<file path="src/hw/rtl/pds_pkg.sv">
// Package for the PDM clock divider search: request and result types,
// field widths, ratio and PLL tables, divider split function.
// No dependencies.
package pds_pkg;

    localparam int unsigned PCM_W      = 18;
    localparam int unsigned CLK_W      = 26;
    localparam int unsigned PLL_W      = 32;
    localparam int unsigned RATIO_W    = 8;
    localparam int unsigned DEC_W      = 7;
    localparam int unsigned D1_W       = 2;
    localparam int unsigned D2_W       = 4;
    localparam int unsigned MASK_W     = 6;
    localparam int unsigned IDX_W      = 3;
    localparam int unsigned NUM_RATIOS = 7;
    localparam int unsigned NUM_PLL    = 6;
    localparam int unsigned KHZ_TO_HZ  = 1000;
    localparam int unsigned D1_MIN     = 2;
    localparam int unsigned D1_MAX     = 4;
    localparam int unsigned D2_MIN     = 2;
    localparam int unsigned D2_MAX     = 16;
    // total division d1*d2 never exceeds 64, so 7 quotient bits matter
    localparam int unsigned TOTAL_W    = 7;
    localparam int unsigned MUL_STEPS  = RATIO_W;
    localparam int unsigned MUL_CNT_W  = $clog2(MUL_STEPS);
    localparam int unsigned DIV_STEPS  = PLL_W;
    localparam int unsigned DIV_CNT_W  = $clog2(DIV_STEPS);
    localparam logic [MASK_W-1:0] MASK_RESET = 6'h3F;

    typedef struct packed {
        logic [PCM_W-1:0] sample_rate_hz;
        logic [CLK_W-1:0] min_clock_hz;
        logic [CLK_W-1:0] max_clock_hz;
        logic [PLL_W-1:0] pll_preset_hz;
    } pds_req_t;

    typedef struct packed {
        logic               found;
        logic [RATIO_W-1:0] oversample_ratio;
        logic [DEC_W-1:0]   decimation_rate;
        logic [D1_W-1:0]    clock_div_code;
        logic [D2_W-1:0]    dma_clock_div_code;
        logic [CLK_W-1:0]   pll_program_hz;
    } pds_res_t;

    typedef struct packed {
        logic               start;
        logic [PCM_W-1:0]   rate;
        logic [RATIO_W-1:0] ratio;
    } pds_mul_req_t;

    typedef struct packed {
        logic             done;
        logic [CLK_W-1:0] product;
    } pds_mul_stat_t;

    typedef struct packed {
        logic             start;
        logic [PLL_W-1:0] dividend;
        logic [CLK_W-1:0] divisor;
    } pds_div_req_t;

    typedef struct packed {
        logic             done;
        logic [PLL_W-1:0] quot;
        logic             rem_zero;
    } pds_div_stat_t;

    typedef struct packed {
        logic            ok;
        logic [D1_W-1:0] d1_code;
        logic [D2_W-1:0] d2_code;
    } pds_split_t;

    function automatic logic [RATIO_W-1:0] ratio_at(logic [IDX_W-1:0] idx);
        logic [RATIO_W-1:0] r;
        case (idx)
            3'd0:    r = 8'd64;
            3'd1:    r = 8'd96;
            3'd2:    r = 8'd100;
            3'd3:    r = 8'd48;
            3'd4:    r = 8'd50;
            3'd5:    r = 8'd32;
            3'd6:    r = 8'd128;
            default: r = '0;
        endcase
        return r;
    endfunction

    function automatic logic [CLK_W-1:0] pll_hz_at(logic [IDX_W-1:0] idx);
        logic [CLK_W-1:0] f;
        case (idx)
            3'd0:    f = CLK_W'(12288 * KHZ_TO_HZ);
            3'd1:    f = CLK_W'(16384 * KHZ_TO_HZ);
            3'd2:    f = CLK_W'(24000 * KHZ_TO_HZ);
            3'd3:    f = CLK_W'(24576 * KHZ_TO_HZ);
            3'd4:    f = CLK_W'(27648 * KHZ_TO_HZ);
            3'd5:    f = CLK_W'(48000 * KHZ_TO_HZ);
            default: f = '0;
        endcase
        return f;
    endfunction

    // Splits total = d1*d2; smallest d1 wins (scanned last).
    function automatic pds_split_t split_total(logic [TOTAL_W-1:0] total);
        pds_split_t s;
        s = '0;
        for (int a = D1_MAX; a >= D1_MIN; a--) begin
            for (int b = D2_MIN; b <= D2_MAX; b++) begin
                if (total == TOTAL_W'(a * b)) begin
                    s.ok      = 1'b1;
                    s.d1_code = D1_W'(a - 1);
                    s.d2_code = D2_W'(b - 1);
                end
            end
        end
        return s;
    endfunction

endpackage

</file>
<file path="src/hw/rtl/pds_mul_serial.sv">
// Bit-serial shift-and-add multiplier: io clock = pcm rate * ratio.
// Depends on pds_pkg.
module pds_mul_serial
(
    input  logic                   clk,
    input  logic                   rst_n,
    input  pds_pkg::pds_mul_req_t  req,
    output pds_pkg::pds_mul_stat_t stat
);

    logic                           busy_reg;
    logic                           done_reg;
    logic [pds_pkg::MUL_CNT_W-1:0]  cnt_reg;
    logic [pds_pkg::CLK_W-1:0]      acc_reg;
    logic [pds_pkg::CLK_W-1:0]      mcand_reg;
    logic [pds_pkg::RATIO_W-1:0]    mplier_reg;
    logic [pds_pkg::CLK_W-1:0]      acc_next;

    assign acc_next = mplier_reg[0] ? (acc_reg + mcand_reg) : acc_reg;

    always_ff @(posedge clk or negedge rst_n)
    begin
        if (!rst_n)
        begin
            busy_reg <= 1'b0;
            done_reg <= 1'b0;
            cnt_reg  <= '0;
        end
        else
        begin
            done_reg <= 1'b0;
            if (req.start)
            begin
                busy_reg <= 1'b1;
                cnt_reg  <= '0;
            end
            else if (busy_reg)
            begin
                cnt_reg <= cnt_reg + 1'b1;
                if (cnt_reg == pds_pkg::MUL_CNT_W'(pds_pkg::MUL_STEPS - 1))
                begin
                    busy_reg <= 1'b0;
                    done_reg <= 1'b1;
                end
            end
        end
    end

    always_ff @(posedge clk)
    begin
        if (req.start)
        begin
            acc_reg    <= '0;
            mcand_reg  <= pds_pkg::CLK_W'(req.rate);
            mplier_reg <= req.ratio;
        end
        else if (busy_reg)
        begin
            acc_reg    <= acc_next;
            mcand_reg  <= {mcand_reg[pds_pkg::CLK_W-2:0], 1'b0};
            mplier_reg <= {1'b0, mplier_reg[pds_pkg::RATIO_W-1:1]};
        end
    end

    assign stat.done    = done_reg;
    assign stat.product = acc_reg;

endmodule

</file>
<file path="src/hw/rtl/pds_div_serial.sv">
// Restoring divider, one quotient bit per cycle: PLL frequency / io clock.
// Depends on pds_pkg.
module pds_div_serial
(
    input  logic                   clk,
    input  logic                   rst_n,
    input  pds_pkg::pds_div_req_t  req,
    output pds_pkg::pds_div_stat_t stat
);

    logic                           busy_reg;
    logic                           done_reg;
    logic [pds_pkg::DIV_CNT_W-1:0]  cnt_reg;
    logic [pds_pkg::PLL_W-1:0]      quot_reg;
    logic [pds_pkg::CLK_W-1:0]      rem_reg;
    logic [pds_pkg::CLK_W-1:0]      dvs_reg;
    logic [pds_pkg::CLK_W:0]        trial;
    logic [pds_pkg::CLK_W+1:0]      diff;
    logic                           take;

    assign trial = {rem_reg, quot_reg[pds_pkg::PLL_W-1]};
    assign diff  = {1'b0, trial} - {2'b00, dvs_reg};
    assign take  = !diff[pds_pkg::CLK_W+1];

    always_ff @(posedge clk or negedge rst_n)
    begin
        if (!rst_n)
        begin
            busy_reg <= 1'b0;
            done_reg <= 1'b0;
            cnt_reg  <= '0;
        end
        else
        begin
            done_reg <= 1'b0;
            if (req.start)
            begin
                busy_reg <= 1'b1;
                cnt_reg  <= '0;
            end
            else if (busy_reg)
            begin
                cnt_reg <= cnt_reg + 1'b1;
                if (cnt_reg == pds_pkg::DIV_CNT_W'(pds_pkg::DIV_STEPS - 1))
                begin
                    busy_reg <= 1'b0;
                    done_reg <= 1'b1;
                end
            end
        end
    end

    always_ff @(posedge clk)
    begin
        if (req.start)
        begin
            quot_reg <= req.dividend;
            rem_reg  <= '0;
            dvs_reg  <= req.divisor;
        end
        else if (busy_reg)
        begin
            // remainder stays below the divisor, so 26 bits hold it
            rem_reg  <= take ? diff[pds_pkg::CLK_W-1:0] : trial[pds_pkg::CLK_W-1:0];
            quot_reg <= {quot_reg[pds_pkg::PLL_W-2:0], take};
        end
    end

    assign stat.done     = done_reg;
    assign stat.quot     = quot_reg;
    assign stat.rem_zero = (rem_reg == '0);

endmodule

</file>
<file path="src/hw/rtl/pdm_clock_divider_search.sv">
// Top level of the PDM clock divider search: sequencer, mask register,
// result register. Depends on pds_pkg, pds_mul_serial, pds_div_serial.
//
// One request at a time. For each oversampling ratio (64, 96, 100, 48, 50,
// 32, 128) a bit-serial multiplier forms the io clock in 8 steps and the
// window check follows; each PLL candidate then costs one pass of the
// bit-serial divider, 32 steps. With a preset PLL frequency only the preset
// is tried for each ratio, else the PLL table; a hit ends the search early,
// and table entries masked off in mask_reg skip their division. req_ready
// is high only in the idle state, also while a result still waits in the
// output register. cfg_we writes the mask; write it only between
// requests.
module pdm_clock_divider_search
(
    input  logic                        clk,
    input  logic                        rst_n,
    input  logic                        req_valid,
    output logic                        req_ready,
    input  pds_pkg::pds_req_t           req_data,
    output logic                        res_valid,
    input  logic                        res_ready,
    output pds_pkg::pds_res_t           res_data,
    input  logic                        cfg_we,
    input  logic [pds_pkg::MASK_W-1:0]  cfg_wdata
);

    typedef enum logic [2:0] {
        ST_IDLE,
        ST_MUL,
        ST_WIN,
        ST_SEL,
        ST_DIV,
        ST_DONE
    } state_t;

    state_t                        state_reg;
    pds_pkg::pds_req_t             item_reg;
    logic [pds_pkg::MASK_W-1:0]    mask_reg;
    logic [pds_pkg::IDX_W-1:0]     r_idx_reg;
    logic [pds_pkg::IDX_W-1:0]     f_idx_reg;
    logic [pds_pkg::CLK_W-1:0]     io_reg;
    logic [pds_pkg::PLL_W-1:0]     dividend_reg;
    logic                          mul_start_reg;
    logic                          div_start_reg;
    pds_pkg::pds_res_t             pend_reg;
    pds_pkg::pds_res_t             res_reg;
    logic                          res_valid_reg;

    pds_pkg::pds_mul_req_t         mul_req;
    pds_pkg::pds_mul_stat_t        mul_stat;
    pds_pkg::pds_div_req_t         div_req;
    pds_pkg::pds_div_stat_t        div_stat;
    pds_pkg::pds_split_t           split;
    pds_pkg::pds_res_t             hit_res;
    logic                          preset_on;
    logic                          last_ratio;
    logic                          last_freq;
    logic                          outside;
    logic                          div_ok;
    logic                          sel_div;
    logic                          ratio_end;
    logic                          mul_start_next;
    logic                          div_start_next;
    logic                          res_load;

    // ---- serial arithmetic units ----
    assign mul_req.start = mul_start_reg;
    assign mul_req.rate  = item_reg.sample_rate_hz;
    assign mul_req.ratio = pds_pkg::ratio_at(r_idx_reg);

    pds_mul_serial u_mul
    (
        .clk   (clk),
        .rst_n (rst_n),
        .req   (mul_req),
        .stat  (mul_stat)
    );

    assign div_req.start    = div_start_reg;
    assign div_req.dividend = dividend_reg;
    assign div_req.divisor  = io_reg;

    pds_div_serial u_div
    (
        .clk   (clk),
        .rst_n (rst_n),
        .req   (div_req),
        .stat  (div_stat)
    );

    // ---- trial evaluation ----
    assign preset_on  = (item_reg.pll_preset_hz != '0);
    assign last_ratio = (r_idx_reg == pds_pkg::IDX_W'(pds_pkg::NUM_RATIOS - 1));
    assign last_freq  = (f_idx_reg == pds_pkg::IDX_W'(pds_pkg::NUM_PLL - 1));
    // zero io clock never divides, so it counts as outside the window
    assign outside    = (io_reg == '0) || (io_reg < item_reg.min_clock_hz)
                        || (io_reg > item_reg.max_clock_hz);
    assign split      = pds_pkg::split_total(div_stat.quot[pds_pkg::TOTAL_W-1:0]);
    // exact division, quotient small enough, and a d1*d2 split exists
    assign div_ok     = div_stat.rem_zero
                        && (div_stat.quot[pds_pkg::PLL_W-1:pds_pkg::TOTAL_W] == '0)
                        && split.ok;

    always_comb
    begin
        hit_res                    = '0;
        hit_res.found              = 1'b1;
        hit_res.oversample_ratio   = pds_pkg::ratio_at(r_idx_reg);
        hit_res.decimation_rate    =
            hit_res.oversample_ratio[pds_pkg::RATIO_W-1:1];
        hit_res.clock_div_code     = split.d1_code;
        hit_res.dma_clock_div_code = split.d2_code;
        hit_res.pll_program_hz     = preset_on ? '0 : pds_pkg::pll_hz_at(f_idx_reg);
    end

    // ---- start pulses for the serial units ----
    // a division starts from ST_SEL on the preset or an accepted table entry
    assign sel_div = preset_on || mask_reg[f_idx_reg];

    // all candidates of the current ratio are used up at this edge
    always_comb
    begin
        case (state_reg)
            ST_WIN:  ratio_end = outside;
            ST_SEL:  ratio_end = !sel_div && last_freq;
            ST_DIV:  ratio_end = div_stat.done && !div_ok && (preset_on || last_freq);
            default: ratio_end = 1'b0;
        endcase
    end

    assign mul_start_next = ((state_reg == ST_IDLE) && req_valid)
                            || (ratio_end && !last_ratio);
    assign div_start_next = (state_reg == ST_SEL) && sel_div;

    // pending result moves to the output register once it is free
    assign res_load = (state_reg == ST_DONE) && (!res_valid_reg || res_ready);

    // ---- mask register ----
    always_ff @(posedge clk or negedge rst_n)
    begin
        if (!rst_n)
        begin
            mask_reg <= pds_pkg::MASK_RESET;
        end
        else if (cfg_we)
        begin
            mask_reg <= cfg_wdata;
        end
    end

    // ---- sequencer ----
    always_ff @(posedge clk or negedge rst_n)
    begin
        if (!rst_n)
        begin
            state_reg     <= ST_IDLE;
            item_reg      <= '0;
            r_idx_reg     <= '0;
            f_idx_reg     <= '0;
            io_reg        <= '0;
            dividend_reg  <= '0;
            mul_start_reg <= 1'b0;
            div_start_reg <= 1'b0;
            pend_reg      <= '0;
            res_reg       <= '0;
            res_valid_reg <= 1'b0;
        end
        else
        begin
            mul_start_reg <= mul_start_next;
            div_start_reg <= div_start_next;
            if (res_load)
            begin
                res_valid_reg <= 1'b1;
            end
            else if (res_ready)
            begin
                res_valid_reg <= 1'b0;
            end

            case (state_reg)
                ST_IDLE:
                begin
                    if (req_valid)
                    begin
                        item_reg  <= req_data;
                        r_idx_reg <= '0;
                        state_reg <= ST_MUL;
                    end
                end

                ST_MUL:
                begin
                    if (mul_stat.done)
                    begin
                        io_reg    <= mul_stat.product;
                        state_reg <= ST_WIN;
                    end
                end

                ST_WIN:
                begin
                    if (!outside)
                    begin
                        f_idx_reg <= '0;
                        state_reg <= ST_SEL;
                    end
                    else if (last_ratio)
                    begin
                        pend_reg  <= '0;
                        state_reg <= ST_DONE;
                    end
                    else
                    begin
                        r_idx_reg <= r_idx_reg + 1'b1;
                        state_reg <= ST_MUL;
                    end
                end

                ST_SEL:
                begin
                    if (preset_on)
                    begin
                        dividend_reg <= item_reg.pll_preset_hz;
                        state_reg    <= ST_DIV;
                    end
                    else if (mask_reg[f_idx_reg])
                    begin
                        dividend_reg <= pds_pkg::PLL_W'(pds_pkg::pll_hz_at(f_idx_reg));
                        state_reg    <= ST_DIV;
                    end
                    else if (!last_freq)
                    begin
                        f_idx_reg <= f_idx_reg + 1'b1;
                    end
                    else if (last_ratio)
                    begin
                        pend_reg  <= '0;
                        state_reg <= ST_DONE;
                    end
                    else
                    begin
                        r_idx_reg <= r_idx_reg + 1'b1;
                        state_reg <= ST_MUL;
                    end
                end

                ST_DIV:
                begin
                    if (div_stat.done)
                    begin
                        if (div_ok)
                        begin
                            pend_reg  <= hit_res;
                            state_reg <= ST_DONE;
                        end
                        else if (!preset_on && !last_freq)
                        begin
                            f_idx_reg <= f_idx_reg + 1'b1;
                            state_reg <= ST_SEL;
                        end
                        else if (last_ratio)
                        begin
                            pend_reg  <= '0;
                            state_reg <= ST_DONE;
                        end
                        else
                        begin
                            r_idx_reg <= r_idx_reg + 1'b1;
                            state_reg <= ST_MUL;
                        end
                    end
                end

                ST_DONE:
                begin
                    // hand over once the output register is free
                    if (res_load)
                    begin
                        res_reg   <= pend_reg;
                        state_reg <= ST_IDLE;
                    end
                end

                default:
                begin
                    state_reg <= ST_IDLE;
                end
            endcase
        end
    end

    assign req_ready = (state_reg == ST_IDLE);
    assign res_valid = res_valid_reg;
    assign res_data  = res_reg;

`ifndef SYNTHESIS
    // a miss carries all-zero fields
    a_miss_zero: assert property (@(posedge clk) disable iff (!rst_n)
        (res_valid && !res_data.found) |->
        (res_data.oversample_ratio == '0 && res_data.decimation_rate == '0
         && res_data.clock_div_code == '0 && res_data.dma_clock_div_code == '0
         && res_data.pll_program_hz == '0))
        else $error("miss result with nonzero fields");

    // a hit has legal divider codes and a consistent decimation rate
    a_hit_codes: assert property (@(posedge clk) disable iff (!rst_n)
        (res_valid && res_data.found) |->
        (res_data.clock_div_code != '0 && res_data.dma_clock_div_code != '0
         && res_data.decimation_rate == res_data.oversample_ratio[7:1]))
        else $error("hit result with bad codes");

    // an accepted request starts the multiplier in the next cycle
    a_start_mul: assert property (@(posedge clk) disable iff (!rst_n)
        (req_valid && req_ready) |=> (mul_start_reg && !req_ready))
        else $error("request accepted without starting the search");
`endif

endmodule
</file>
<file path="config.mk">
export PLATFORM = sky130hd
export DESIGN_NAME = pdm_clock_divider_search
export DESIGN_NICKNAME = d
export VERILOG_FILES = /design/src/hw/rtl/pds_pkg.sv /design/src/hw/rtl/pds_mul_serial.sv /design/src/hw/rtl/pds_div_serial.sv /design/src/hw/rtl/pdm_clock_divider_search.sv
export SDC_FILE = /design/constraint.sdc
export NUM_CORES = 1
export LEC_CHECK = 0
export BUFFER_PORTS_ARGS = -buffer_cell sky130_fd_sc_hd__buf_2
export CAP_MARGIN = 20
export CELL_PAD_IN_SITES_DETAIL_PLACEMENT = 0
export CELL_PAD_IN_SITES_GLOBAL_PLACEMENT = 1
export CORE_MARGIN = 5
export CORE_UTILIZATION = 48
export CTS_BUF_LIST = sky130_fd_sc_hd__clkbuf_16
export CTS_CLUSTER_SIZE = 16
export DETAILED_ROUTE_END_ITERATION = 16
export GPL_ROUTABILITY_DRIVEN = 0
export PLACE_DENSITY = 0.91
export SLEW_MARGIN = 30
export SYNTH_ARGS = -nofsm -noshare
export SYNTH_HDL_FRONTEND = slang
export SYNTH_SLANG_ARGS = --single-unit
</file>
<file path="constraint.sdc">
create_clock -name clk -period 3.9 [get_ports clk]
set_input_delay 0 -clock clk [delete_from_list [all_inputs] [get_ports clk]]
set_output_delay 0 -clock clk [all_outputs]
set_load 0.02 [all_outputs]
</file>
* After elaboration in Yosys (flattened, before gate mapping)
Index checks and enable logic that the tools add are counted.
** Word-level totals
- Logic and storage cells :: 259
- Output and inout port bits :: 50
- Input bits :: 113
- Bits in registers :: 430
** Cells by class
- Order comparisons :: 3
- Eq/ne operators :: 64
- Reductions and logical operators :: 45
- Multiplexer cells :: 103
- $add $sub $neg :: 6
** Operators with widths (count)
- two-way mux 48 bit :: 8
- two-way mux 7 bit :: 31
- one-hot mux 26 bit (6 select lines) :: 1
- one-hot mux 48 bit (3 select lines) :: 1
- two-way mux 32 bit :: 4
- two-way mux 3 bit :: 29
- equality test 7 x 6 -> 1 bit, second input constant :: 12
- equality test 7 x 5 -> 1 bit, second input constant :: 10
- one-hot mux 8 bit (7 select lines) :: 1
- logical NOT 26 bit :: 2
- two-way mux 26 bit :: 2
- equality test 7 x 4 -> 1 bit, second input constant :: 6
- two-way mux 18 bit :: 2
- nonzero test 32 bit :: 1
- subtractor 27 x 26 -> 28 bit :: 1
- adder 26 bit :: 1
- greater-than comparator 26 bit :: 1
- < comparator 26 bit :: 1
- logical NOT 25 bit :: 1
- equality test 3 bit, second input constant :: 8
- != test 2 bit, second input constant :: 11
- equality test 3 x 2 -> 1 bit, second input constant :: 6
- one-hot mux 3 bit (6 select lines) :: 1
- two-way mux 8 bit :: 2
- 28 further kinds :: 78

* Logic depth before layout (Yosys ltp)
Gate-level depths: netlist (run 1).
- Depth in word-level cells :: 39
- Mapped depth :: 14
- Depth with buffers taken out :: 13

* Hierarchy
From an unflattened synthesis (run 1), not the netlist that was laid out.
** Second synthesis, totals
- Cells, all modules :: 2010
- Area total of the unflattened synthesis :: 21684.5 µm²
** Modules (own cells, without submodules)
- pdm_clock_divider_search :: area an instance 12783.5 µm², cells each 1130, sequential area each 6864.1 µm², instances 1
- pds_div_serial :: area an instance 4957.3 µm², cells each 460, sequential area each 2437.3 µm², instances 1
- pds_mul_serial :: area an instance 3943.8 µm², cells each 420, sequential area each 1586.5 µm², instances 1

* Worst setup path before layout (run 1)
Ideal clock, no wire load.
- Kind :: reg2reg
- Start :: register u_mul.acc_reg[0] (netlist bit)
- End :: register u_mul.acc_reg[24] (netlist bit)
- Required time :: 3.838 ns
- Path buffers :: 0
- Data arrival time :: 2.977 ns
- Library setup time :: 0.062 ns
- Cell stages (with the launch flop) :: 14
- Clock period less this slack :: 3.040 ns
- Setup slack :: 0.860 ns
- Path through :: dfxtp_1 -> ha_1 -> inv_1 -> fa_1 -> nor2b_1 -> o21ai_1 -> a21boi_1 -> o41ai_1 -> o31ai_1 -> a311oi_1 -> o311ai_1 -> o211ai_1 -> or4_1 -> nand3_1
** Between the ends
- Cells in the longest elaborated chain, start to end :: 1
** Ends and longest elaborated chain
- from (decl) :: RTL line pds_mul_serial.sv:14 : logic [pds_pkg::CLK_W-1:0] acc_reg;
- from (signal assigned) :: RTL line pds_mul_serial.sv:59 : acc_reg <= acc_next;
- adder 26 bit :: RTL line pds_mul_serial.sv:19 : assign acc_next = mplier_reg[0] ? (acc_reg + mcand_reg) : acc_reg;
Every way passes these cells.
A chain may end at the register's enable or synchronous reset.

* Worst setup path in the final report (run 1)
- Start :: register io_reg[23] (netlist bit)
- End :: register r_idx_reg[1] (netlist bit)
** Between the ends
- Cells in the longest elaborated chain, start to end :: 5
- Elaborated cells between the ends (all ways) :: 7
- Those cells by class :: order compare: 2; eq/ne: 1; reduce/logical: 4
** Ends and longest elaborated chain
- from (decl) :: RTL line pdm_clock_divider_search.sv:41 : logic [pds_pkg::CLK_W-1:0] io_reg;
- from (signal assigned) :: RTL line pdm_clock_divider_search.sv:196 : io_reg <= mul_stat.product;
- < comparator 26 bit / logical NOT 26 bit (equally long branches) :: RTL line pdm_clock_divider_search.sv:96 : assign outside = (io_reg == '0) || (io_reg < item_reg.min_clock_hz)
- logical OR 1 bit :: RTL line pdm_clock_divider_search.sv:96
- logical OR 1 bit (*) :: RTL line pdm_clock_divider_search.sv:97 : || (io_reg > item_reg.max_clock_hz);
- != test 2 bit (no source line) (*)
- AND reduction 9 bit (no source line) (*)
- to (signal assigned) :: RTL line pdm_clock_divider_search.sv:215 : r_idx_reg <= r_idx_reg + 1'b1;
- to (signal assigned) :: RTL line pdm_clock_divider_search.sv:243 : r_idx_reg <= r_idx_reg + 1'b1;
- to (signal assigned) :: RTL line pdm_clock_divider_search.sv:269 : r_idx_reg <= r_idx_reg + 1'b1;
- to (decl) :: RTL line pdm_clock_divider_search.sv:39 : logic [pds_pkg::IDX_W-1:0] r_idx_reg;
Mark *: on every way between the ends. The rest lies on a longest branch, timed or not.

==> impl_results.html, run 1 <==
<table>
<tr><th>Metric</th><th>Value</th></tr>
<tr><th colspan="2">Worst setup path</th></tr>
<tr><td>Largest delay contributor family on the critical path</td><td>compound AO/OA/AOI/OAI gates</td></tr>
<tr><td>Critical path buffers and inverters</td><td>0</td></tr>
<tr><td>CP Depth</td><td>11</td></tr>
<tr><td>Setup slack on the worst flop-to-flop path</td><td>0.39 ns</td></tr>
<tr><td>Maximum net fanout on the critical path</td><td>5</td></tr>
<tr><td>Category of the critical setup timing path</td><td>reg -&gt; reg</td></tr>
<tr><td>Worst-path cell with the longest stage delay</td><td>or4b_2</td></tr>
<tr><td>CP endpoint kind</td><td>flop</td></tr>
<tr><td>Startpoint type of the worst setup path</td><td>flop</td></tr>
<tr><td>Chain of cells forming the critical path</td><td>ha_1 &gt; a21o_1 &gt; a21o_1 &gt; a21oi_1 &gt; o21ai_0 &gt; or4b_2 &gt; a31oi_1 &gt; nand2_1 &gt; o2bb2ai_1 &gt; a21oi_1 &gt; mux2i_1</td></tr>
<tr><td>Terminus of the critical flop-to-flop path</td><td>r_idx_reg[1]</td></tr>
<tr><td>Worst path arrival time</td><td>3.99 ns</td></tr>
<tr><td>Crit path largest cell delay</td><td>about 0.68 ns</td></tr>
<tr><td>CP Data Required Time</td><td>approximately 4.4 ns</td></tr>
<tr><td>Launching point of the worst reg2reg path</td><td>io_reg[23]</td></tr>
<tr><td>Depth of the worst register-to-register path</td><td>11</td></tr>
<tr><th colspan="2">Clock tree</th></tr>
<tr><td>Clock-pin transition on the worst setup and hold timing paths</td><td>0.06 ns</td></tr>
<tr><td>Clk sink count</td><td>430</td></tr>
<tr><td>Hold bufs inserted after CTS</td><td>116</td></tr>
<tr><td>Post-CTS setup buffer count</td><td>0</td></tr>
<tr><td>TritonCTS Buffers</td><td>46</td></tr>
<tr><td>Clock Path Buffers</td><td>3</td></tr>
<tr><td>Clock latency reported for the late side of the worst-skew pair</td><td>0.57 ns</td></tr>
<tr><td>CTS Root Buffer Type</td><td>clkbuf_16</td></tr>
<tr><td>Number of gates given a new drive strength after cts</td><td>0</td></tr>
<tr><td>Clock tree from TritonCTS</td><td>yes</td></tr>
<tr><td>Level count of the clock H-tree</td><td>2</td></tr>
<tr><th colspan="2">GRT</th></tr>
<tr><td>Met1 Usage GRT</td><td>29.5%</td></tr>
<tr><td>Pin count of the biggest net entering global routing</td><td>126</td></tr>
<tr><td>Wire length of the first global-routing pass</td><td>82800 um</td></tr>
<tr><td>Overall fraction of global-route tracks in use</td><td>between 20% and 30%</td></tr>
<tr><td>Number of global-route vias before repair</td><td>15686</td></tr>
<tr><td>Met3 capacity usage during global routing</td><td>a little under 3%</td></tr>
<tr><td>Number of antenna violations at the first check in global routing</td><td>1</td></tr>
<tr><td>Global Route met2 Usage</td><td>34.2%</td></tr>
<tr><td>Grt total ovfl</td><td>0</td></tr>
<tr><td>Most used routing layer</td><td>met2</td></tr>
<tr><th colspan="2">Timing</th></tr>
<tr><td>Max Fclk</td><td>285 MHz</td></tr>
<tr><td>RSZ-0062 raised after global routing</td><td>no</td></tr>
<tr><td>Final Max Tran Viols</td><td>0</td></tr>
<tr><td>Worst-margin pin slew</td><td>0.865 ns</td></tr>
<tr><td>Period Utilization, post-route</td><td>90.1%</td></tr>
<tr><td>Sum of negative setup slack</td><td>0 ns</td></tr>
<tr><td>Final setup viols</td><td>0</td></tr>
<tr><td>Worst max-slew margin expressed relative to the limit</td><td>42.3%</td></tr>
<tr><td>PnR worst setup slack</td><td>0.386 ns</td></tr>
<tr><td>Final critical delay including setup and external delays</td><td>3.51 ns</td></tr>
<tr><td>Final hold violation count</td><td>0</td></tr>
<tr><td>Post-Route Skew</td><td>0.0268 ns</td></tr>
<tr><th colspan="2">Place</th></tr>
<tr><td>Number of placed cells counting well taps</td><td>2606</td></tr>
<tr><td>Pre-CTS setup slack</td><td>0.377 ns</td></tr>
<tr><td>Placed Instance Area</td><td>22500 um^2</td></tr>
<tr><td>HPWL reported at the end of detailed placement</td><td>34800 um</td></tr>
<tr><td>Number of buffer cells added on primary ports</td><td>around 160</td></tr>
<tr><th colspan="2">Layout</th></tr>
<tr><td>Final net count</td><td>between 2000 and 2500</td></tr>
<tr><td>Final-layout fill cell count</td><td>3439</td></tr>
<tr><td>Post-synthesis to final-layout area growth</td><td>19.3%</td></tr>
<tr><td>Non-Filler Instances</td><td>about 2800</td></tr>
<tr><td>Post-route cell area</td><td>between 20000 and 30000 um^2</td></tr>
<tr><td>Fraction of layout cells with a size suffix above 1</td><td>20.5%</td></tr>
<tr><td>Number of flip-flops under the largest register name</td><td>102</td></tr>
<tr><td>Utilization after layout</td><td>58.0%</td></tr>
<tr><th colspan="2">Power</th></tr>
<tr><td>Power density relative to cell area</td><td>784 nW/um^2</td></tr>
<tr><td>IR Drop Worst-Case VDD</td><td>0.446 mV</td></tr>
<tr><td>Leakage power</td><td>11.8 nW</td></tr>
<tr><th colspan="2">Logic synthesis</th></tr>
<tr><td>Most used flip-flop cell after synthesis</td><td>dfrtp_1</td></tr>
<tr><td>Most area-consuming cells after synthesis</td><td>dfrtp_1 (33%), edfxtp_1 (12%), mux2_2 (9.6%), ha_1 (7.1%), dfxtp_1 (5.7%)</td></tr>
<tr><td>Count of flip-flops with a built-in enable after synthesis</td><td>84</td></tr>
<tr><td>Warnings, synthesis</td><td>0</td></tr>
<tr><td>Most area-hungry cell type in the Yosys netlist</td><td>dfrtp_1</td></tr>
<tr><td>Part of the Yosys area used for sequential elements</td><td>51.7%</td></tr>
<tr><td>Async SR Flop Fraction</td><td>66.5%</td></tr>
<tr><td>Yosys top cell area share</td><td>33.3%</td></tr>
<tr><td>Average size of a mapped cell</td><td>roughly 11 um^2</td></tr>
<tr><td>Gate count after technology mapping</td><td>1933</td></tr>
<tr><td>Number of different library cells in the post-synthesis netlist</td><td>80</td></tr>
<tr><td>Syn nets</td><td>2167</td></tr>
<tr><td>Count leader, synth</td><td>dfrtp_1</td></tr>
<tr><td>Post-synth top cells</td><td>dfrtp_1 (280), mux2_2 (180), nand2_1 (158)</td></tr>
<tr><td>Register bit count reported by yosys</td><td>430</td></tr>
<tr><td>Total standard cell area after synthesis</td><td>21100 um^2</td></tr>
<tr><th colspan="2">Status</th></tr>
<tr><td>Status</td><td>complete, no violations</td></tr>
<tr><th colspan="2">Drt</th></tr>
<tr><td>Via total after detailed routing</td><td>15480</td></tr>
<tr><td>Count of antenna-violating nets left after detailed routing</td><td>0</td></tr>
<tr><td>WL per Instance</td><td>18.2 um</td></tr>
<tr><td>Post-Route WL</td><td>51100 um</td></tr>
<tr><td>Final routed DRC violation total</td><td>0</td></tr>
<tr><td>Violation count after the first detailed-route iteration</td><td>between 1000 and 1500</td></tr>
<tr><td>Mean number of vias per cell</td><td>between 5 and 6</td></tr>
<tr><td>TritonRoute pass-1 iters</td><td>6</td></tr>
<tr><th colspan="2">Flow run</th></tr>
<tr><td>Total of max-cap violations</td><td>0</td></tr>
<tr><th colspan="2">Die</th></tr>
<tr><td>Number of ports placed on the die boundary</td><td>between 150 and 200</td></tr>
<tr><td>Placement row count</td><td>76</td></tr>
<tr><td>Height of the chip</td><td>219 um</td></tr>
<tr><td>Core Box Area</td><td>around 43000 um^2</td></tr>
<tr><td>Horiz. Die Dim</td><td>219 um</td></tr>
<tr><td>Die outline area</td><td>between 40000 and 50000 um^2</td></tr>
<tr><td>Effective utilization at floorplan</td><td>48.7%</td></tr>
<tr><th colspan="2">Min path</th></tr>
<tr><td>Number of stages on the worst hold path</td><td>5</td></tr>
<tr><td>Sink of the worst hold path</td><td>state_reg[0]</td></tr>
<tr><td>Hold Path Class</td><td>in -&gt; reg</td></tr>
<tr><td>Worst min-delay path startpoint</td><td>req_valid</td></tr>
</table>
## cell families (layout without fill, tap and decap cells)
family | after synthesis | in the layout | share of synthesized area [%]
compound gates | 440 | 440 | 13.5
xor+xnor | 43 | 43 | 1.79
fa+ha+maj | 121 | 121 | 7.26
buf+inv | 203 | 494 | 3.80
flops | 430 | 430 | 51.7
mux | 205 | 205 | 10.9
other cells | 0 | 3 | 0
simple gates | 491 | 491 | 11.1
## cell usage in the layout (no fill, tap or decap), types with 18 or more instances in the layout
cell type      netlist  routed
dfrtp_1            280     278
mux2_2             180     180
buf_2                9     161
nand2_1            158     158
o21ai_0            131     131
nor2_1             132     131
ha_1               119     119
inv_1              108     117
dlygate4sd3_1        0     117
a21oi_1             95      95
edfxtp_1            84      84
dfxtp_1             60      60
a21o_1              56      56
clkbuf_16            0      49
nor4_1              31      31
a211oi_1            28      28
xnor2_1             28      28
a22o_1              28      28
nor3_1              26      26
mux2i_1             24      24
nor2b_1             23      23
and2_1              23      22
nand4_1             18      18
## metrics by stage
step	hold slack (ns)	total power, mW
final	0.130	19.7
after global routing	0.189	21.1
after CTS	0.115	19.7
after detailed placement	0.178	15.3
after global placement	0.164	15.0
after floorplan	-0.296	13.3
## worst max path at each step
stage	slack [ns]	endpoint	start
global route	0.12	r_idx_reg[1]	io_reg[23]
floorplan	0.86	u_mul.acc_reg[24]	u_mul.acc_reg[0]
detailed placement	0.38	r_idx_reg[1]	io_reg[23]
CTS	0.36	r_idx_reg[1]	io_reg[23]
global placement	0.49	pend_reg[26]	io_reg[19]
finish	0.39	r_idx_reg[1]	io_reg[23]
## worst register-to-register path, stage by stage (launching register included)
cell and delay (ns):
dfrtp_1 0.42, ha_1 0.32, a21o_1 0.17, a21o_1 0.16, a21oi_1 0.13, o21ai_0 0.14, or4b_2 0.68, a31oi_1 0.41
nand2_1 0.19, o2bb2ai_1 0.22, a21oi_1 0.35, mux2i_1 0.25
## power breakdown
group	switching [mW]	internal, mW	total, mW
Combinational	4.16	3.61	7.77
Clock	1.80	2.41	4.21
Sequential	1.38	6.34	7.72
## metal layers
metal	vias up	wire length, um
li1	7433	-
met1	7557	22900
met2	376	24300
met3	114	2220
met4	0	1690
met5	-	0
## final cells by class
| class | instances | area, um^2 | share of cell area [%] |
|---|---|---|---|
| multi-input cells | 1300 | 9390 | 37.4 |
| inverters | 108 | 405 | 1.61 |
| repair buffers | 301 | 2230 | 8.88 |
| clock buffers | 49 | 1230 | 4.88 |
| well taps | 585 | 732 | 2.91 |
| clock inverters | 36 | 230 | 0.917 |
| flip-flops and latches | 430 | 10900 | 43.4 |
| diodes | 3 | 7.51 | 0.0299 |
Note: power is estimated with default switching activity, not from simulation.
==> inputs of run 2 (changes only) <==
--- a/config.mk
+++ b/config.mk
@@ -9,7 +9,7 @@
 export CAP_MARGIN = 20
 export CELL_PAD_IN_SITES_DETAIL_PLACEMENT = 0
 export CELL_PAD_IN_SITES_GLOBAL_PLACEMENT = 1
-export CORE_MARGIN = 5
+export CORE_MARGIN = 2
 export CORE_UTILIZATION = 48
 export CTS_BUF_LIST = sky130_fd_sc_hd__clkbuf_16
 export CTS_CLUSTER_SIZE = 16
==> impl_results.html, run 2 (same netlist as run 1, synthesis figures left out) <==
<table>
<tr><th>Metric</th><th>Value</th></tr>
<tr><th colspan="2">Layout</th></tr>
<tr><td>Antenna diode instance count</td><td>0 (-3)</td></tr>
<tr><td>Commonest non-fill, non-tap cell in the layout</td><td>dfrtp_1</td></tr>
<tr><td>Post-synthesis to final-layout area growth</td><td>19.1%</td></tr>
<tr><td>Final net count</td><td>2425 (+0.17%)</td></tr>
<tr><td>Sequential Area</td><td>10900 um^2 (unchanged)</td></tr>
<tr><td>Fraction of layout cells with a size suffix above 1</td><td>20.8% (+0.24 points)</td></tr>
<tr><td>Footprint of the multi-input gates</td><td>9390 um^2 (unchanged)</td></tr>
<tr><td>Utilization after layout</td><td>58.1% (about the same)</td></tr>
<tr><td>Most used cells in the layout excluding fill and tap cells</td><td>dfrtp_1 (278), mux2_2 (180), buf_2 (161)</td></tr>
<tr><td>Number of flip-flops under the largest register name</td><td>102 (unchanged)</td></tr>
<tr><td>Post-route cell area</td><td>25100 um^2 (-0.16%)</td></tr>
<tr><td>Final-layout fill cell count</td><td>3497 (+1.7%)</td></tr>
<tr><th colspan="2">Drt</th></tr>
<tr><td>Post-Route WL</td><td>51200 um (+0.26%)</td></tr>
<tr><td>Via total after detailed routing</td><td>15648 (+1.1%)</td></tr>
<tr><td>Violation count after the first detailed-route iteration</td><td>1176 (-5.4%)</td></tr>
<tr><td>Mean number of vias per cell</td><td>5.56 (+1.1%)</td></tr>
<tr><td>WL per Instance</td><td>18.2 um (+0.26%)</td></tr>
<tr><td>Count of antenna-violating nets left after detailed routing</td><td>0 (unchanged)</td></tr>
<tr><td>TritonRoute pass-1 iters</td><td>5 (-1)</td></tr>
<tr><td>Final routed DRC violation total</td><td>0 (unchanged)</td></tr>
<tr><th colspan="2">Power</th></tr>
<tr><td>Comb pwr share</td><td>39.6% (+0.2 points)</td></tr>
<tr><td>Relative contribution of the clock network to total power</td><td>21.0% (-0.4 points)</td></tr>
<tr><td>Fraction of power consumed by sequential logic</td><td>39.5% (+0.3 points)</td></tr>
<tr><td>Leakage power</td><td>11.8 nW (-0.12%)</td></tr>
<tr><td>Total design power</td><td>19.6 mW (-0.36%)</td></tr>
<tr><td>Sw Ratio</td><td>37.6% (+0.32 points)</td></tr>
<tr><td>Power density relative to cell area</td><td>783 nW/um^2 (-0.19%)</td></tr>
<tr><td>Cell internal pwr</td><td>12.2 mW (-0.87%)</td></tr>
<tr><td>Net switching component of the power</td><td>7.38 mW (+0.51%)</td></tr>
<tr><td>IR Drop Worst-Case VDD</td><td>0.436 mV (-2.4%)</td></tr>
<tr><th colspan="2">Clock tree</th></tr>
<tr><td>TritonCTS Buffers</td><td>44 (-4.3%)</td></tr>
<tr><td>CTS Root Buffer Type</td><td>clkbuf_16</td></tr>
<tr><td>Clock-pin transition on the worst setup and hold timing paths</td><td>0.06 ns (about the same)</td></tr>
<tr><td>Clock tree from TritonCTS</td><td>yes</td></tr>
<tr><td>Clock latency reported for the late side of the worst-skew pair</td><td>0.59 ns (+0.02 ns)</td></tr>
<tr><td>Clock Path Buffers</td><td>3 (unchanged)</td></tr>
<tr><td>Level count of the clock H-tree</td><td>2 (unchanged)</td></tr>
<tr><td>Clk sink count</td><td>430 (unchanged)</td></tr>
<tr><th colspan="2">Timing</th></tr>
<tr><td>Final critical delay including setup and external delays</td><td>3.49 ns (-0.0248 ns)</td></tr>
<tr><td>Worst-margin pin slew</td><td>0.913 ns (+0.0480 ns)</td></tr>
<tr><td>Period Utilization, post-route</td><td>89.5% (-0.63 points)</td></tr>
<tr><td>Sum of negative setup slack</td><td>0 ns (unchanged)</td></tr>
<tr><td>Final hold violation count</td><td>0 (unchanged)</td></tr>
<tr><td>RSZ-0062 raised after global routing</td><td>no</td></tr>
<tr><td>Final Max Tran Viols</td><td>0 (unchanged)</td></tr>
<tr><td>Final setup viols</td><td>0 (unchanged)</td></tr>
<tr><td>Max Fclk</td><td>287 MHz (+0.71%)</td></tr>
<tr><td>Worst max-slew margin expressed relative to the limit</td><td>39.1% (-3.2 points)</td></tr>
<tr><td>PnR worst setup slack</td><td>0.411 ns (+0.0248 ns)</td></tr>
<tr><td>Post-Route Skew</td><td>0.0204 ns (-0.00638 ns)</td></tr>
<tr><th colspan="2">Die</th></tr>
<tr><td>Placement row count</td><td>76 (unchanged)</td></tr>
<tr><td>Core Box Area</td><td>43200 um^2 (-0.22%)</td></tr>
<tr><td>Horiz. Die Dim</td><td>213 um (-2.7%)</td></tr>
<tr><td>Height of the chip</td><td>213 um (-2.7%)</td></tr>
<tr><td>Die outline area</td><td>45500 um^2 (-5.4%)</td></tr>
<tr><td>Number of ports placed on the die boundary</td><td>163 (unchanged)</td></tr>
<tr><td>Effective utilization at floorplan</td><td>48.8% (+0.11 points)</td></tr>
<tr><th colspan="2">Worst setup path</th></tr>
<tr><td>Critical path launch point</td><td>u_mul.acc_reg[0]</td></tr>
<tr><td>CP endpoint kind</td><td>flop</td></tr>
<tr><td>Maximum net fanout on the critical path</td><td>3 (-2)</td></tr>
<tr><td>Worst path arrival time</td><td>4.00 ns (about the same)</td></tr>
<tr><td>Launching point of the worst reg2reg path</td><td>u_mul.acc_reg[0]</td></tr>
<tr><td>Category of the critical setup timing path</td><td>reg -&gt; reg</td></tr>
<tr><td>CP Data Required Time</td><td>4.42 ns (+0.04 ns)</td></tr>
<tr><td>Startpoint type of the worst setup path</td><td>flop</td></tr>
<tr><th colspan="2">GRT</th></tr>
<tr><td>Wire length of the first global-routing pass</td><td>81800 um (-1.2%)</td></tr>
<tr><td>Overall fraction of global-route tracks in use</td><td>22.6% (+1.5 points)</td></tr>
<tr><td>Number of antenna violations at the first check in global routing</td><td>0 (-1)</td></tr>
<tr><td>Pin count of the biggest net entering global routing</td><td>114 (-9.5%)</td></tr>
<tr><td>Grt total ovfl</td><td>0 (unchanged)</td></tr>
<tr><td>Number of global-route vias before repair</td><td>15418 (-1.7%)</td></tr>
<tr><th colspan="2">Status</th></tr>
<tr><td>Status</td><td>complete, no violations</td></tr>
<tr><th colspan="2">Min path</th></tr>
<tr><td>Hold Path Class</td><td>in -&gt; reg</td></tr>
<tr><td>Worst min-delay path startpoint</td><td>req_valid</td></tr>
<tr><th colspan="2">Place</th></tr>
<tr><td>HPWL reported at the end of detailed placement</td><td>35000 um (+0.48%)</td></tr>
<tr><td>Placed Instance Area</td><td>22500 um^2 (+0.13%)</td></tr>
<tr><td>Number of buffer cells added on primary ports</td><td>162 (unchanged)</td></tr>
<tr><td>Pre-CTS setup slack</td><td>0.465 ns (+0.0881 ns)</td></tr>
<tr><th colspan="2">Flow run</th></tr>
<tr><td>Total of max-cap violations</td><td>0 (unchanged)</td></tr>
</table>
## run 2: final timing paths
path,cells after the start,slack (ns),endpoint
max,13,0.41,u_mul.acc_reg[24]
min,3,0.16,item_reg[21]
max reg2reg,13,0.41,u_mul.acc_reg[24]
min reg2reg,1,0.48,pend_reg[25]
max in group asynchronous,5,2.20,item_reg[19]
min in group asynchronous,3,0.44,io_reg[20]
## run 2: per-stage QoR
step           hold slack (ns)  instances
2_1_floorplan           -0.296       1933
3_3_place_gp             0.143       2612
3_5_place_dp             0.150       2612
4_1_cts                  0.116       2810
5_1_grt                  0.179       2812
6_report                 0.163       2812
## run 2: metal layers
layer / wire length [um] / part of all wire (%) / GRT usage [%]
met4: 1430 / 2.8 / 7.81
met3: 2390 / 4.7 / 3.47
met1: 22700 / 44 / 31.0
met2: 24700 / 48 / 36.8
met5: 0 / 0 / 0
## run 2: cell type report
cell class / instances / area share [%]
sequential: 430 / 43.4
multi-input combinational: 1300 / 37.4
timing repair buffer: 307 / 9.01
clock buffer: 44 / 4.39
tap: 585 / 2.92
inverter: 108 / 1.62
clock inverter: 38 / 1.17
## run 2: power groups by stage
| stage | registers (mW) | clock network (mW) | logic (mW) |
|---|---|---|---|
| 6_report | 7.75 | 4.12 | 7.77 |
| 5_1_grt | 7.94 | 4.39 | 8.71 |
| 4_1_cts | 7.72 | 4.20 | 7.73 |
| 3_5_place_dp | 7.79 | 0 | 7.58 |
| 3_3_place_gp | 7.73 | 0 | 7.31 |
| 2_1_floorplan | 7.07 | 0 | 6.28 |
## run 2: worst max-delay path: stages, from the launching register on
cell	delay, ns
dfxtp_1	0.38
ha_1	0.22
inv_1	0.07
fa_1	0.38
nor2b_1	0.17
o21ai_1	0.09
a21boi_1	0.26
o41ai_1	0.14
o31ai_1	0.50
a311oi_1	0.25
o311ai_1	0.33
o211ai_1	0.15
or4_1	0.41
nand3_1	0.09
## run 2: timing repair
item                      in CTS  in global routing
buffers inserted               0                  0
resized for setup              0                  0
hold buffers                 116                  1
hold endpoints to repair     219                 38
